$ cat src/rtl/lfc_pkg.sv
// shared types, register map and reset values of the line follower controller
package lfc_pkg;

  localparam int unsigned CFG_ADDR_W = 5;
  localparam int unsigned CFG_DATA_W = 32;
  localparam int unsigned IN_DATA_W  = 16;
  localparam int unsigned OUT_DATA_W = 32;

  // register index, byte address is 4 * index
  typedef enum logic [2:0] {
    REG_BASE_SPEED     = 3'd0,
    REG_SLOW_SPEED     = 3'd1,
    REG_LOST_LIMIT     = 3'd2,
    REG_STOP_DISTANCE  = 3'd3,
    REG_MANEUVER_TICKS = 3'd4,
    REG_PAUSE_TICKS    = 3'd5
  } lfc_reg_idx_t;

  localparam logic [7:0] RST_BASE_SPEED     = 8'd110;
  localparam logic [7:0] RST_SLOW_SPEED     = 8'd80;
  localparam logic [9:0] RST_LOST_LIMIT     = 10'd50;
  localparam logic [8:0] RST_STOP_DISTANCE  = 9'd20;
  localparam logic [9:0] RST_MANEUVER_TICKS = 10'd50;
  localparam logic [9:0] RST_PAUSE_TICKS    = 10'd300;

  typedef enum logic [1:0] {
    DIR_FWD  = 2'd0,
    DIR_REV  = 2'd1,
    DIR_STOP = 2'd2
  } lfc_dir_t;

  typedef enum logic [1:0] {
    BEEP_NONE     = 2'd0,
    BEEP_LOST     = 2'd1,
    BEEP_OBSTACLE = 2'd2
  } lfc_beep_t;

  typedef struct packed {
    logic [7:0] base_speed;
    logic [7:0] slow_speed;
    logic [9:0] lost_limit;
    logic [8:0] stop_distance;
    logic [9:0] maneuver_ticks;
    logic [9:0] pause_ticks;
  } lfc_cfg_t;

  typedef struct packed {
    lfc_dir_t   dir;
    logic [7:0] speed;
  } lfc_motor_t;

  typedef struct packed {
    lfc_motor_t left;
    lfc_motor_t right;
    logic [3:0] mode;
    lfc_beep_t  beep;
  } lfc_result_t;

endpackage

$ cat src/rtl/lfc_cfg_regs.sv
// apb register file holding the speed, limit and timing settings
module lfc_cfg_regs
  import lfc_pkg::*;
(
  input  logic                  clk,
  input  logic                  rst_n,
  input  logic                  cfg_psel,
  input  logic                  cfg_penable,
  input  logic                  cfg_pwrite,
  input  logic [CFG_ADDR_W-1:0] cfg_paddr,
  input  logic [CFG_DATA_W-1:0] cfg_pwdata,
  output logic [CFG_DATA_W-1:0] cfg_prdata,
  output logic                  cfg_pready,
  output lfc_cfg_t              cfg
);

  lfc_cfg_t     cfg_r;
  logic         wr_en;
  lfc_reg_idx_t idx;

  assign cfg_pready = 1'b1;
  assign wr_en      = cfg_psel && cfg_penable && cfg_pwrite;
  assign idx        = lfc_reg_idx_t'(cfg_paddr[CFG_ADDR_W-1:2]);
  assign cfg        = cfg_r;

  always_ff @(posedge clk) begin
    if (!rst_n) begin
      cfg_r.base_speed     <= RST_BASE_SPEED;
      cfg_r.slow_speed     <= RST_SLOW_SPEED;
      cfg_r.lost_limit     <= RST_LOST_LIMIT;
      cfg_r.stop_distance  <= RST_STOP_DISTANCE;
      cfg_r.maneuver_ticks <= RST_MANEUVER_TICKS;
      cfg_r.pause_ticks    <= RST_PAUSE_TICKS;
    end else if (wr_en) begin
      unique case (idx)
        REG_BASE_SPEED:     cfg_r.base_speed     <= cfg_pwdata[7:0];
        REG_SLOW_SPEED:     cfg_r.slow_speed     <= cfg_pwdata[7:0];
        REG_LOST_LIMIT:     cfg_r.lost_limit     <= cfg_pwdata[9:0];
        REG_STOP_DISTANCE:  cfg_r.stop_distance  <= cfg_pwdata[8:0];
        REG_MANEUVER_TICKS: cfg_r.maneuver_ticks <= cfg_pwdata[9:0];
        REG_PAUSE_TICKS:    cfg_r.pause_ticks    <= cfg_pwdata[9:0];
        default: ;
      endcase
    end
  end

  always_comb begin
    unique case (idx)
      REG_BASE_SPEED:     cfg_prdata = {24'd0, cfg_r.base_speed};
      REG_SLOW_SPEED:     cfg_prdata = {24'd0, cfg_r.slow_speed};
      REG_LOST_LIMIT:     cfg_prdata = {22'd0, cfg_r.lost_limit};
      REG_STOP_DISTANCE:  cfg_prdata = {23'd0, cfg_r.stop_distance};
      REG_MANEUVER_TICKS: cfg_prdata = {22'd0, cfg_r.maneuver_ticks};
      REG_PAUSE_TICKS:    cfg_prdata = {22'd0, cfg_r.pause_ticks};
      default:            cfg_prdata = '0;
    endcase
  end

endmodule

$ cat src/rtl/lfc_core.sv
// mode machine, motor command state and result register, one tick per accepted beat
module lfc_core
  import lfc_pkg::*;
(
  input  logic        clk,
  input  logic        rst_n,
  input  logic        tick,
  input  logic [2:0]  left_code,
  input  logic [2:0]  right_code,
  input  logic [8:0]  obstacle_dist,
  input  logic        coin,
  input  lfc_cfg_t    cfg,
  output lfc_result_t res
);

  typedef enum logic [3:0] {
    MODE_FOLLOW      = 4'd0,
    MODE_LOST        = 4'd1,
    MODE_PAUSE       = 4'd2,
    MODE_REVERSE     = 4'd3,
    MODE_SEARCH      = 4'd4,
    MODE_REALIGN     = 4'd5,
    MODE_MAN_START   = 4'd6,
    MODE_MAN_WAIT    = 4'd7,
    MODE_MAN_TURN    = 4'd8,
    MODE_WAIT_ALIGN  = 4'd9,
    MODE_SLOW_FWD    = 4'd10,
    MODE_RANDOM_TURN = 4'd11
  } mode_t;

  localparam logic [7:0]  FORCE_LOW     = 8'd20;
  localparam logic [7:0]  FORCE_MID     = 8'd40;
  localparam logic [7:0]  FORCE_HIGH    = 8'd80;
  localparam logic [7:0]  SPIRAL_PERIOD = 8'd240;
  localparam logic [7:0]  SPIRAL_FIRST  = 8'd70;
  localparam logic [7:0]  SPIRAL_STEP   = 8'd20;
  localparam logic [2:0]  SEEN_MAX      = 3'd7;
  localparam logic [2:0]  SEEN_FOUND    = 3'd5;
  localparam logic [10:0] LOST_CNT_MAX  = 11'h7FF;

  function automatic logic [7:0] sat_add(input logic [7:0] a, input logic [7:0] b);
    logic [8:0] s;
    s = {1'b0, a} + {1'b0, b};
    return s[8] ? 8'hFF : s[7:0];
  endfunction

  function automatic logic [7:0] sat_sub(input logic [7:0] a, input logic [7:0] b);
    return (a < b) ? 8'd0 : a - b;
  endfunction

  function automatic logic [7:0] force_of(input logic [2:0] c);
    return c[2] ? FORCE_HIGH : (c[1] ? FORCE_MID : FORCE_LOW);
  endfunction

  function automatic lfc_motor_t fwd(input logic [7:0] s);
    lfc_motor_t m;
    m.dir   = DIR_FWD;
    m.speed = s;
    return m;
  endfunction

  mode_t       mode_r, mode_nxt;
  lfc_motor_t  lmot_r, lmot_nxt, rmot_r, rmot_nxt;
  logic [10:0] lost_cnt_r, lost_cnt_nxt;
  logic        line_lost_r, line_lost_nxt;
  logic        running_r, running_nxt;
  logic [10:0] rev_cnt_r, rev_cnt_nxt;
  logic [7:0]  spiral_ticks_r, spiral_ticks_nxt;
  logic [7:0]  spiral_spd_r, spiral_spd_nxt;
  logic [2:0]  seen_r, seen_nxt;
  logic        turn_left_r, turn_left_nxt;
  logic [9:0]  wait_r, wait_nxt;
  lfc_result_t res_r, res_nxt;
  lfc_beep_t   beep;

  lfc_motor_t  stop_m;
  logic [2:0]  l, r;
  logic [7:0]  base;

  assign stop_m = '{dir: DIR_STOP, speed: 8'd0};
  assign l      = left_code;
  assign r      = right_code;
  assign base   = cfg.base_speed;
  assign res    = res_r;

  always_comb begin
    mode_nxt         = mode_r;
    lmot_nxt         = lmot_r;
    rmot_nxt         = rmot_r;
    lost_cnt_nxt     = lost_cnt_r;
    line_lost_nxt    = line_lost_r;
    running_nxt      = running_r;
    rev_cnt_nxt      = rev_cnt_r;
    spiral_ticks_nxt = spiral_ticks_r;
    spiral_spd_nxt   = spiral_spd_r;
    seen_nxt         = seen_r;
    turn_left_nxt    = turn_left_r;
    wait_nxt         = (wait_r != 10'd0) ? wait_r - 10'd1 : 10'd0;
    beep             = BEEP_NONE;

    unique case (mode_r)
      MODE_FOLLOW: begin
        if (obstacle_dist != 9'd0 && obstacle_dist < cfg.stop_distance) begin
          if (running_r) begin
            lmot_nxt    = stop_m;
            rmot_nxt    = stop_m;
            beep        = BEEP_OBSTACLE;
            running_nxt = 1'b0;
          end
        end else begin
          running_nxt = 1'b1;
          if (l == 3'd7 && r == 3'd7) begin
            // no ground under the sensors
            lmot_nxt = stop_m;
            rmot_nxt = stop_m;
          end else if (l == 3'd0 && r == 3'd0) begin
            lmot_nxt = fwd(base);
            rmot_nxt = fwd(base);
            if (lost_cnt_r > {1'b0, cfg.lost_limit}) line_lost_nxt = 1'b1;
            if (lost_cnt_r != LOST_CNT_MAX) lost_cnt_nxt = lost_cnt_r + 11'd1;
          end else begin
            lost_cnt_nxt = 11'd0;
            if (r != 3'd0) begin
              rmot_nxt = fwd(sat_sub(base, force_of(r)));
              lmot_nxt = fwd(sat_add(base, force_of(r)));
            end
            // left turn wins over right
            if (l != 3'd0) begin
              rmot_nxt = fwd(sat_add(base, force_of(l)));
              lmot_nxt = fwd(sat_sub(base, force_of(l)));
            end
          end
        end
        if (line_lost_nxt) begin
          beep     = BEEP_LOST;
          mode_nxt = MODE_LOST;
        end
      end
      MODE_LOST: begin
        lmot_nxt = stop_m;
        rmot_nxt = stop_m;
        wait_nxt = cfg.pause_ticks;
        mode_nxt = MODE_PAUSE;
      end
      MODE_PAUSE: begin
        if (wait_nxt == 10'd0) begin
          rev_cnt_nxt = {1'b0, cfg.lost_limit} + {2'b00, cfg.lost_limit[9:1]};
          mode_nxt    = MODE_REVERSE;
        end
      end
      MODE_REVERSE: begin
        if (rev_cnt_r != 11'd0) begin
          lmot_nxt    = '{dir: DIR_REV, speed: base};
          rmot_nxt    = '{dir: DIR_REV, speed: base};
          rev_cnt_nxt = rev_cnt_r - 11'd1;
        end else begin
          spiral_ticks_nxt = 8'd0;
          spiral_spd_nxt   = 8'd0;
          mode_nxt         = MODE_SEARCH;
        end
      end
      MODE_SEARCH: begin
        rmot_nxt         = fwd(base);
        lmot_nxt         = fwd(spiral_spd_r);
        spiral_ticks_nxt = spiral_ticks_r + 8'd1;
        if (spiral_ticks_nxt >= SPIRAL_PERIOD) begin
          spiral_ticks_nxt = 8'd0;
          spiral_spd_nxt   = (spiral_spd_r == 8'd0) ? SPIRAL_FIRST
                                                    : sat_add(spiral_spd_r, SPIRAL_STEP);
        end
        if (l != 3'd0 || r != 3'd0) begin
          seen_nxt = (seen_r == SEEN_MAX) ? SEEN_MAX : seen_r + 3'd1;
        end else begin
          seen_nxt = 3'd0;
        end
        if (seen_nxt >= SEEN_FOUND) begin
          lmot_nxt = stop_m;
          rmot_nxt = stop_m;
          mode_nxt = MODE_REALIGN;
        end
      end
      MODE_REALIGN: begin
        // later matches override earlier ones
        if ((l == 3'd6 && r == 3'd0) || (l == 3'd3 && r == 3'd0) || (l == 3'd7 && r == 3'd0) ||
            (l == 3'd3 && r == 3'd1) || (l == 3'd7 && r == 3'd1) || (l == 3'd3 && r == 3'd3) ||
            (l == 3'd7 && r == 3'd3)) begin
          turn_left_nxt = 1'b0;
          mode_nxt      = MODE_MAN_START;
        end
        if ((r == 3'd6 && l == 3'd0) || (r == 3'd3 && l == 3'd0) || (r == 3'd7 && l == 3'd0) ||
            (r == 3'd3 && l == 3'd1) || (r == 3'd7 && l == 3'd1) ||
            (r == 3'd7 && l == 3'd3)) begin
          turn_left_nxt = 1'b1;
          mode_nxt      = MODE_MAN_START;
        end
        if ((l == 3'd7 && r == 3'd7) || (l == 3'd3 && r == 3'd3) ||
            (l == 3'd1 && r == 3'd1)) begin
          turn_left_nxt = coin;
          mode_nxt      = MODE_MAN_START;
        end
        if (l == 3'd0 && r == 3'd0) mode_nxt = MODE_RANDOM_TURN;
        if ((l == 3'd4 && r == 3'd0) || (l == 3'd2 && r == 3'd0) ||
            (r == 3'd4 && l == 3'd0) || (r == 3'd2 && l == 3'd0)) begin
          mode_nxt = MODE_SLOW_FWD;
        end
        if ((l == 3'd1 && r == 3'd0) || (r == 3'd1 && l == 3'd0)) begin
          line_lost_nxt = 1'b0;
          mode_nxt      = MODE_FOLLOW;
        end
      end
      MODE_MAN_START: begin
        wait_nxt = cfg.maneuver_ticks;
        lmot_nxt = fwd(cfg.slow_speed);
        rmot_nxt = fwd(cfg.slow_speed);
        mode_nxt = MODE_MAN_WAIT;
      end
      MODE_MAN_WAIT: begin
        if (wait_nxt == 10'd0) mode_nxt = MODE_MAN_TURN;
      end
      MODE_MAN_TURN: begin
        if (turn_left_r) begin
          rmot_nxt = fwd(cfg.slow_speed);
          lmot_nxt = stop_m;
        end else begin
          lmot_nxt = fwd(cfg.slow_speed);
          rmot_nxt = stop_m;
        end
        mode_nxt = MODE_WAIT_ALIGN;
      end
      MODE_WAIT_ALIGN: begin
        if (l == 3'd1 || r == 3'd1) begin
          line_lost_nxt = 1'b0;
          mode_nxt      = MODE_FOLLOW;
        end
      end
      MODE_SLOW_FWD: begin
        lmot_nxt = fwd(cfg.slow_speed);
        rmot_nxt = fwd(cfg.slow_speed);
        mode_nxt = MODE_WAIT_ALIGN;
      end
      MODE_RANDOM_TURN: begin
        if (coin) begin
          rmot_nxt = fwd(cfg.slow_speed);
          lmot_nxt = stop_m;
        end else begin
          lmot_nxt = fwd(cfg.slow_speed);
          rmot_nxt = stop_m;
        end
        mode_nxt = MODE_WAIT_ALIGN;
      end
      default: mode_nxt = MODE_FOLLOW;
    endcase

    res_nxt.left  = lmot_nxt;
    res_nxt.right = rmot_nxt;
    res_nxt.mode  = mode_nxt;
    res_nxt.beep  = beep;
  end

  always_ff @(posedge clk) begin
    if (!rst_n) begin
      mode_r         <= MODE_FOLLOW;
      lmot_r         <= '{dir: DIR_STOP, speed: 8'd0};
      rmot_r         <= '{dir: DIR_STOP, speed: 8'd0};
      lost_cnt_r     <= 11'd0;
      line_lost_r    <= 1'b0;
      running_r      <= 1'b0;
      rev_cnt_r      <= 11'd0;
      spiral_ticks_r <= 8'd0;
      spiral_spd_r   <= 8'd0;
      seen_r         <= 3'd0;
      turn_left_r    <= 1'b1;
      wait_r         <= 10'd0;
    end else if (tick) begin
      mode_r         <= mode_nxt;
      lmot_r         <= lmot_nxt;
      rmot_r         <= rmot_nxt;
      lost_cnt_r     <= lost_cnt_nxt;
      line_lost_r    <= line_lost_nxt;
      running_r      <= running_nxt;
      rev_cnt_r      <= rev_cnt_nxt;
      spiral_ticks_r <= spiral_ticks_nxt;
      spiral_spd_r   <= spiral_spd_nxt;
      seen_r         <= seen_nxt;
      turn_left_r    <= turn_left_nxt;
      wait_r         <= wait_nxt;
    end
  end

  always_ff @(posedge clk) begin
    if (tick) begin
      res_r <= res_nxt;
    end
  end

endmodule

$ cat src/rtl/line_follower_controller.sv
// top level of the line follower controller: stream ports, register port and mode machine
// Each input beat is one control tick: left and right 3-bit line sensor codes, the front
// obstacle distance and a random bit. The tick advances the mode machine (follow, lost,
// pause, reverse, spiral search, realign and the maneuver steps) and yields exactly one
// result beat with both motor commands, the mode reached and a beep code. A tick is worked
// out combinationally between the held state and the result register; one beat is taken
// every cycle unless the output stalls, its result appearing in the next cycle. A new beat
// gets in when the result register is empty or being taken in the same cycle. The user must
// write settings through the register port while no tick is in flight (not enforced).
module line_follower_controller
  import lfc_pkg::*;
(
  input  logic                  clk,
  input  logic                  rst_n,
  input  logic                  in_tvalid,
  output logic                  in_tready,
  // [2:0] left_code, [5:3] right_code, [14:6] obstacle_dist, [15] coin
  input  logic [IN_DATA_W-1:0]  in_tdata,
  output logic                  out_tvalid,
  input  logic                  out_tready,
  // [1:0] left_dir, [9:2] left_speed, [11:10] right_dir, [19:12] right_speed,
  // [23:20] mode, [25:24] beep, [31:26] zero
  output logic [OUT_DATA_W-1:0] out_tdata,
  input  logic                  cfg_psel,
  input  logic                  cfg_penable,
  input  logic                  cfg_pwrite,
  input  logic [CFG_ADDR_W-1:0] cfg_paddr,
  input  logic [CFG_DATA_W-1:0] cfg_pwdata,
  output logic [CFG_DATA_W-1:0] cfg_prdata,
  output logic                  cfg_pready
);

  lfc_cfg_t    cfg;
  lfc_result_t res;
  logic        in_beat;
  logic        out_valid_r, out_valid_nxt;

  assign in_tready     = !out_valid_r || out_tready;
  assign in_beat       = in_tvalid && in_tready;
  assign out_valid_nxt = in_beat || (out_valid_r && !out_tready);
  assign out_tvalid    = out_valid_r;

  assign out_tdata = {6'd0, res.beep, res.mode, res.right.speed, res.right.dir,
                      res.left.speed, res.left.dir};

  always_ff @(posedge clk) begin
    if (!rst_n) begin
      out_valid_r <= 1'b0;
    end else begin
      out_valid_r <= out_valid_nxt;
    end
  end

  lfc_cfg_regs u_cfg (
    .clk         (clk),
    .rst_n       (rst_n),
    .cfg_psel    (cfg_psel),
    .cfg_penable (cfg_penable),
    .cfg_pwrite  (cfg_pwrite),
    .cfg_paddr   (cfg_paddr),
    .cfg_pwdata  (cfg_pwdata),
    .cfg_prdata  (cfg_prdata),
    .cfg_pready  (cfg_pready),
    .cfg         (cfg)
  );

  lfc_core u_core (
    .clk           (clk),
    .rst_n         (rst_n),
    .tick          (in_beat),
    .left_code     (in_tdata[2:0]),
    .right_code    (in_tdata[5:3]),
    .obstacle_dist (in_tdata[14:6]),
    .coin          (in_tdata[15]),
    .cfg           (cfg),
    .res           (res)
  );

  a_ready_when_empty: assert property (@(posedge clk) disable iff (!rst_n)
    !out_valid_r |-> in_tready)
    else $error("input stalled with empty result register");

  a_beat_gives_result: assert property (@(posedge clk) disable iff (!rst_n)
    in_beat |=> out_tvalid)
    else $error("accepted beat produced no result");

  a_left_stop_zero: assert property (@(posedge clk) disable iff (!rst_n)
    (out_tvalid && out_tdata[1:0] == DIR_STOP) |-> out_tdata[9:2] == 8'd0)
    else $error("stopped left motor with nonzero speed");

  a_right_stop_zero: assert property (@(posedge clk) disable iff (!rst_n)
    (out_tvalid && out_tdata[11:10] == DIR_STOP) |-> out_tdata[19:12] == 8'd0)
    else $error("stopped right motor with nonzero speed");

  a_obstacle_stops: assert property (@(posedge clk) disable iff (!rst_n)
    (out_tvalid && out_tdata[25:24] == BEEP_OBSTACLE) |->
      (out_tdata[1:0] == DIR_STOP && out_tdata[11:10] == DIR_STOP))
    else $error("obstacle beep without both motors stopped");

endmodule

$ cat config.mk
export PLATFORM = sky130hd
export DESIGN_NAME = line_follower_controller
export DESIGN_NICKNAME = d
export VERILOG_FILES = /design/src/rtl/lfc_pkg.sv /design/src/rtl/lfc_cfg_regs.sv /design/src/rtl/lfc_core.sv /design/src/rtl/line_follower_controller.sv
export SDC_FILE = /design/constraint.sdc
export NUM_CORES = 1
export LEC_CHECK = 0
export ABC_AREA = 1
export CAP_MARGIN = 20
export CORE_MARGIN = 2
export CORE_UTILIZATION = 50
export CTS_BUF_LIST = sky130_fd_sc_hd__clkbuf_16
export CTS_CLUSTER_SIZE = 30
export DETAILED_ROUTE_END_ITERATION = 16
export DONT_BUFFER_PORTS = 1
export PLACE_DENSITY_LB_ADDON = 0.2
export SLEW_MARGIN = 5
export SYNTH_ARGS = -nofsm -noshare
export SYNTH_HDL_FRONTEND = slang
export SYNTH_SLANG_ARGS = --single-unit
$ cat constraint.sdc
create_clock -name clk -period 5.3 [get_ports clk]
set_input_delay 1.06 -clock clk [delete_from_list [all_inputs] [get_ports clk]]
set_output_delay 1.06 -clock clk [all_outputs]
set_load 0.005 [all_outputs]
==> results by group <==
Final layout
  • Nets: around 1800
  • Multi-input gate area: about 0.0066 mm^2
  • Syn-to-layout area delta: 5.18%
  • Fillers: 2281
  • Register area: 0.00346 mm^2
  • Number of inserted diodes: 0
  • Layout cells sized above 1: 0.0729

Clock tree
  • CTS sink count: 160
  • CTS H-tree lvls: 4
  • Hold_buf cts: 0
  • TritonCTS clock tree: done
  • Post-CTS setup buffer count: 0
  • Root buf cell: clkbuf_16
  • Post-CTS resize count: 0
  • Clk_lat worst skew: ~440 ps
  • Max clock buf depth: 2
  • Clock transition at path regs: about 70 ps
  • Clock buffer count from CTS: 17

Global route
  • Grt ovf: 0
  • Largest net degree at the start of global routing: 79
  • Vias in the first global route: 10100
  • Initial antenna violation count: 0
  • First-pass GRT wire length: ~53000 um
  • Overall Global Routing Usage: 0.277

Run
  • Number of max-cap violations: 0

Yosys
  • Yosys top cell area share: 0.235
  • Post-Syn Area: roughly 0.011 mm^2
  • Mapped Cells: approximately 1700
  • Largest cells by area after synthesis: dfxtp_1, nand2_1, inv_1
  • Seq cells post-synth: 160
  • Ys async rst share: 0
  • Syn_area_per_cell: between 6 and 7 um^2
  • Count leader, synth: nand2_1
  • Syn. warnings: 0
  • EDFF count, synth: 26
  • Post-synth top flop: dfxtp_1
  • Most common library cells after synthesis: nand2_1, inv_1, nor2_1, a21oi_1, dfxtp_1
  • Unique masters post-synth: between 50 and 60
  • Area leader, netlist: dfxtp_1
  • Seq/Total Area, Yosys: 0.303

Die
  • Core region area: about 0.023 mm^2
  • FP Rows: 55
  • Die X: 155 um
  • DIE HEIGHT: approximately 160 um
  • Die ar.: ~0.024 mm^2
  • Initial core utilization: 0.507
  • Io pins: between 100 and 150

Placed design
  • Placement Setup Slack: ~1500 ps
  • PortBufs: 0
  • Gpl congestion: between 0.9 and 1
  • Post-DP HPWL: about 24000 um

STA
  • Fmax achieved: about 0.3 GHz
  • Tmin final: 3340 ps
  • Clk_skew: around 13 ps
  • Unrepaired setup endpoints after global routing: no
  • Hold Vio Cnt, Final: 0
  • Slew margin rel.: 0.265
  • Least-Margin Pin Slew: around 1100 ps
  • Part of the cycle the worst path needs: 0.630
  • Final setup margin: approximately 2000 ps
  • Slew Viols, Final: 0
  • Final setup fails: 0
  • Setup_tns: 0 ps

Critical path
  • Worst r2r dst: u_core.res[12]
  • Worst setup startpoint: in_tdata[4]
  • Worst-path maximum fanout: 7
  • Slowest CP cell: ha_1
  • Type of the worst setup path: in -> reg
  • Critical path data arrival time: 3530 ps
  • R2r setup slk: 2370 ps
  • Crit-path cells: inv_1 -> nor2_1 -> inv_1 -> ha_1 -> inv_1 -> nand2_1 -> nand2_1 -> a21boi_1 -> nand2_1 -> nor2_1 -> a21oi_1 -> nor2_1 -> nor2_1 -> o21ai_1 -> inv_1
  • CP Launch Type: primary input
  • CP max stage delay: roughly 460 ps
  • Reg2Reg Launch Point: u_cfg.cfg[50]
  • Worst Setup EP: u_core.res[20]
  • Reg2Reg Depth: 14
  • Worst path required time: approximately 5500 ps
  • Setup crit end kind: flop

Drt
  • DRC violation count after routing: 0
  • DRT iter0 DRCs: about 1100
  • Post-DRT Antenna Nets: 0
  • Routed wire length: between 30000 and 40000 um
  • Via/cell ratio: 5.59
  • WL/cell: between 15 and 20 um
  • Routed vias: 11100
  • Number of detailed-route iterations in the first pass: 6

Power
  • Leak: around 5.5 nW
  • PwrDens: ~280 mW/mm^2
  • Maximum vdd drop: 214 uV

Status
  • Run status: completed

Worst hold path
  • HP Class: reg -> reg
[worst min-delay path by stage]
stage,startpoint,to,cells past startpoint
2_1_floorplan,u_cfg.cfg[20],u_cfg.cfg[20],2
3_3_place_gp,u_cfg.cfg[17],u_cfg.cfg[17],2
3_5_place_dp,u_cfg.cfg[17],u_cfg.cfg[17],2
4_1_cts,u_cfg.cfg[17],u_cfg.cfg[17],2
5_1_grt,u_core.spiral_spd_r[0],u_core.spiral_spd_r[0],2
6_report,u_cfg.cfg[17],u_cfg.cfg[17],2
[metal layers]
layer | global-route usage | vias to the layer above | share of wire
li1 | - | 5569 | -
met1 | 0.375 | 5049 | 0.44
met2 | 0.449 | 412 | 0.46
met3 | 0.0429 | 69 | 0.077
met4 | 0.102 | 0 | 0.032
met5 | 0 | - | 0
[flip-flops by register name (all words and copies together) (netlist names)]
register and flops:
u_core.seen_r 3, u_core.rmot_r 10, u_core.line_lost_r 1, u_core.rev_cnt_r 11, u_core.lost_cnt_r 11, u_core.spiral_ticks_r 8, out_tvalid 1, u_core.spiral_spd_r 8
u_core.lmot_r 10, u_core.mode_r 4, u_core.turn_left_r 1, u_core.running_r 1, u_core.wait_r 10, u_core.res 26, u_cfg.cfg 55
[cells by family (layout without fill, tap and decap cells)]
kind of cell	Yosys count	count (layout)	share of synthesized area
simple gates	753	753	0.288
buf+inv	341	293	0.126
xor+xnor	25	25	0.0192
fa+ha+maj	63	63	0.0723
compound gates	378	378	0.190
other cells	2	29	0.000658
flops	160	160	0.303
[cells in the final DEF, fill, tap and decap left out, types with 10 or more instances in the layout]
cell / netlist / routed
nand2_1: 327 / 327
inv_1: 224 / 224
nor2_1: 197 / 197
a21oi_1: 142 / 142
dfxtp_1: 134 / 134
nand3_1: 118 / 118
o21ai_0: 99 / 99
ha_1: 58 / 58
o21ai_1: 38 / 38
inv_2: 33 / 33
conb_1: 2 / 29
edfxtp_1: 26 / 26
nor3_1: 23 / 23
nand4_1: 21 / 21
a221oi_1: 21 / 21
o211ai_1: 18 / 18
xor2_1: 18 / 18
clkbuf_16: 0 / 17
nand2_2: 14 / 14
o22ai_1: 14 / 14
nor2_2: 10 / 10
[power by group]
| part | total [mW] | leakage (nW) | switching [mW] | internal [mW] |
|---|---|---|---|---|
| logic | 0.704 | 3.84 | 0.482 | 0.222 |
| clock network | 1.23 | 0.282 | 0.570 | 0.661 |
| registers | 1.38 | 1.35 | 0.0583 | 1.32 |
[through the flow]
stage	hold slack, ps	total power [mW]	util	std cells	cell area (um^2)
global route	492	3.47	0.534	1986	12000
finish	473	3.31	0.534	1986	12000
CTS	469	3.31	0.534	1986	12000
detailed placement	457	2.10	0.508	1954	11400
global placement	454	2.09	0.508	1954	11400
floorplan	437	1.95	-	1749	11500
[cell type report]
type                    count  area share
flip-flops and latches    160       0.288
inverters                 258      0.0811
clock inverters            15      0.0125
clock buffers              17      0.0354
well taps                 285      0.0297
multi-input cells        1248       0.551
repair buffers              3     0.00188
[critical path, delay by kind of cell]
family,cells,cell delay (ps)
AO/OA/AOI/OAI,3,450
adder cells (fa/ha/maj),1,460
buffers and inverters,4,420
AND/OR/NAND/NOR,7,1140
Note: power is estimated with default switching activity, not from simulation.
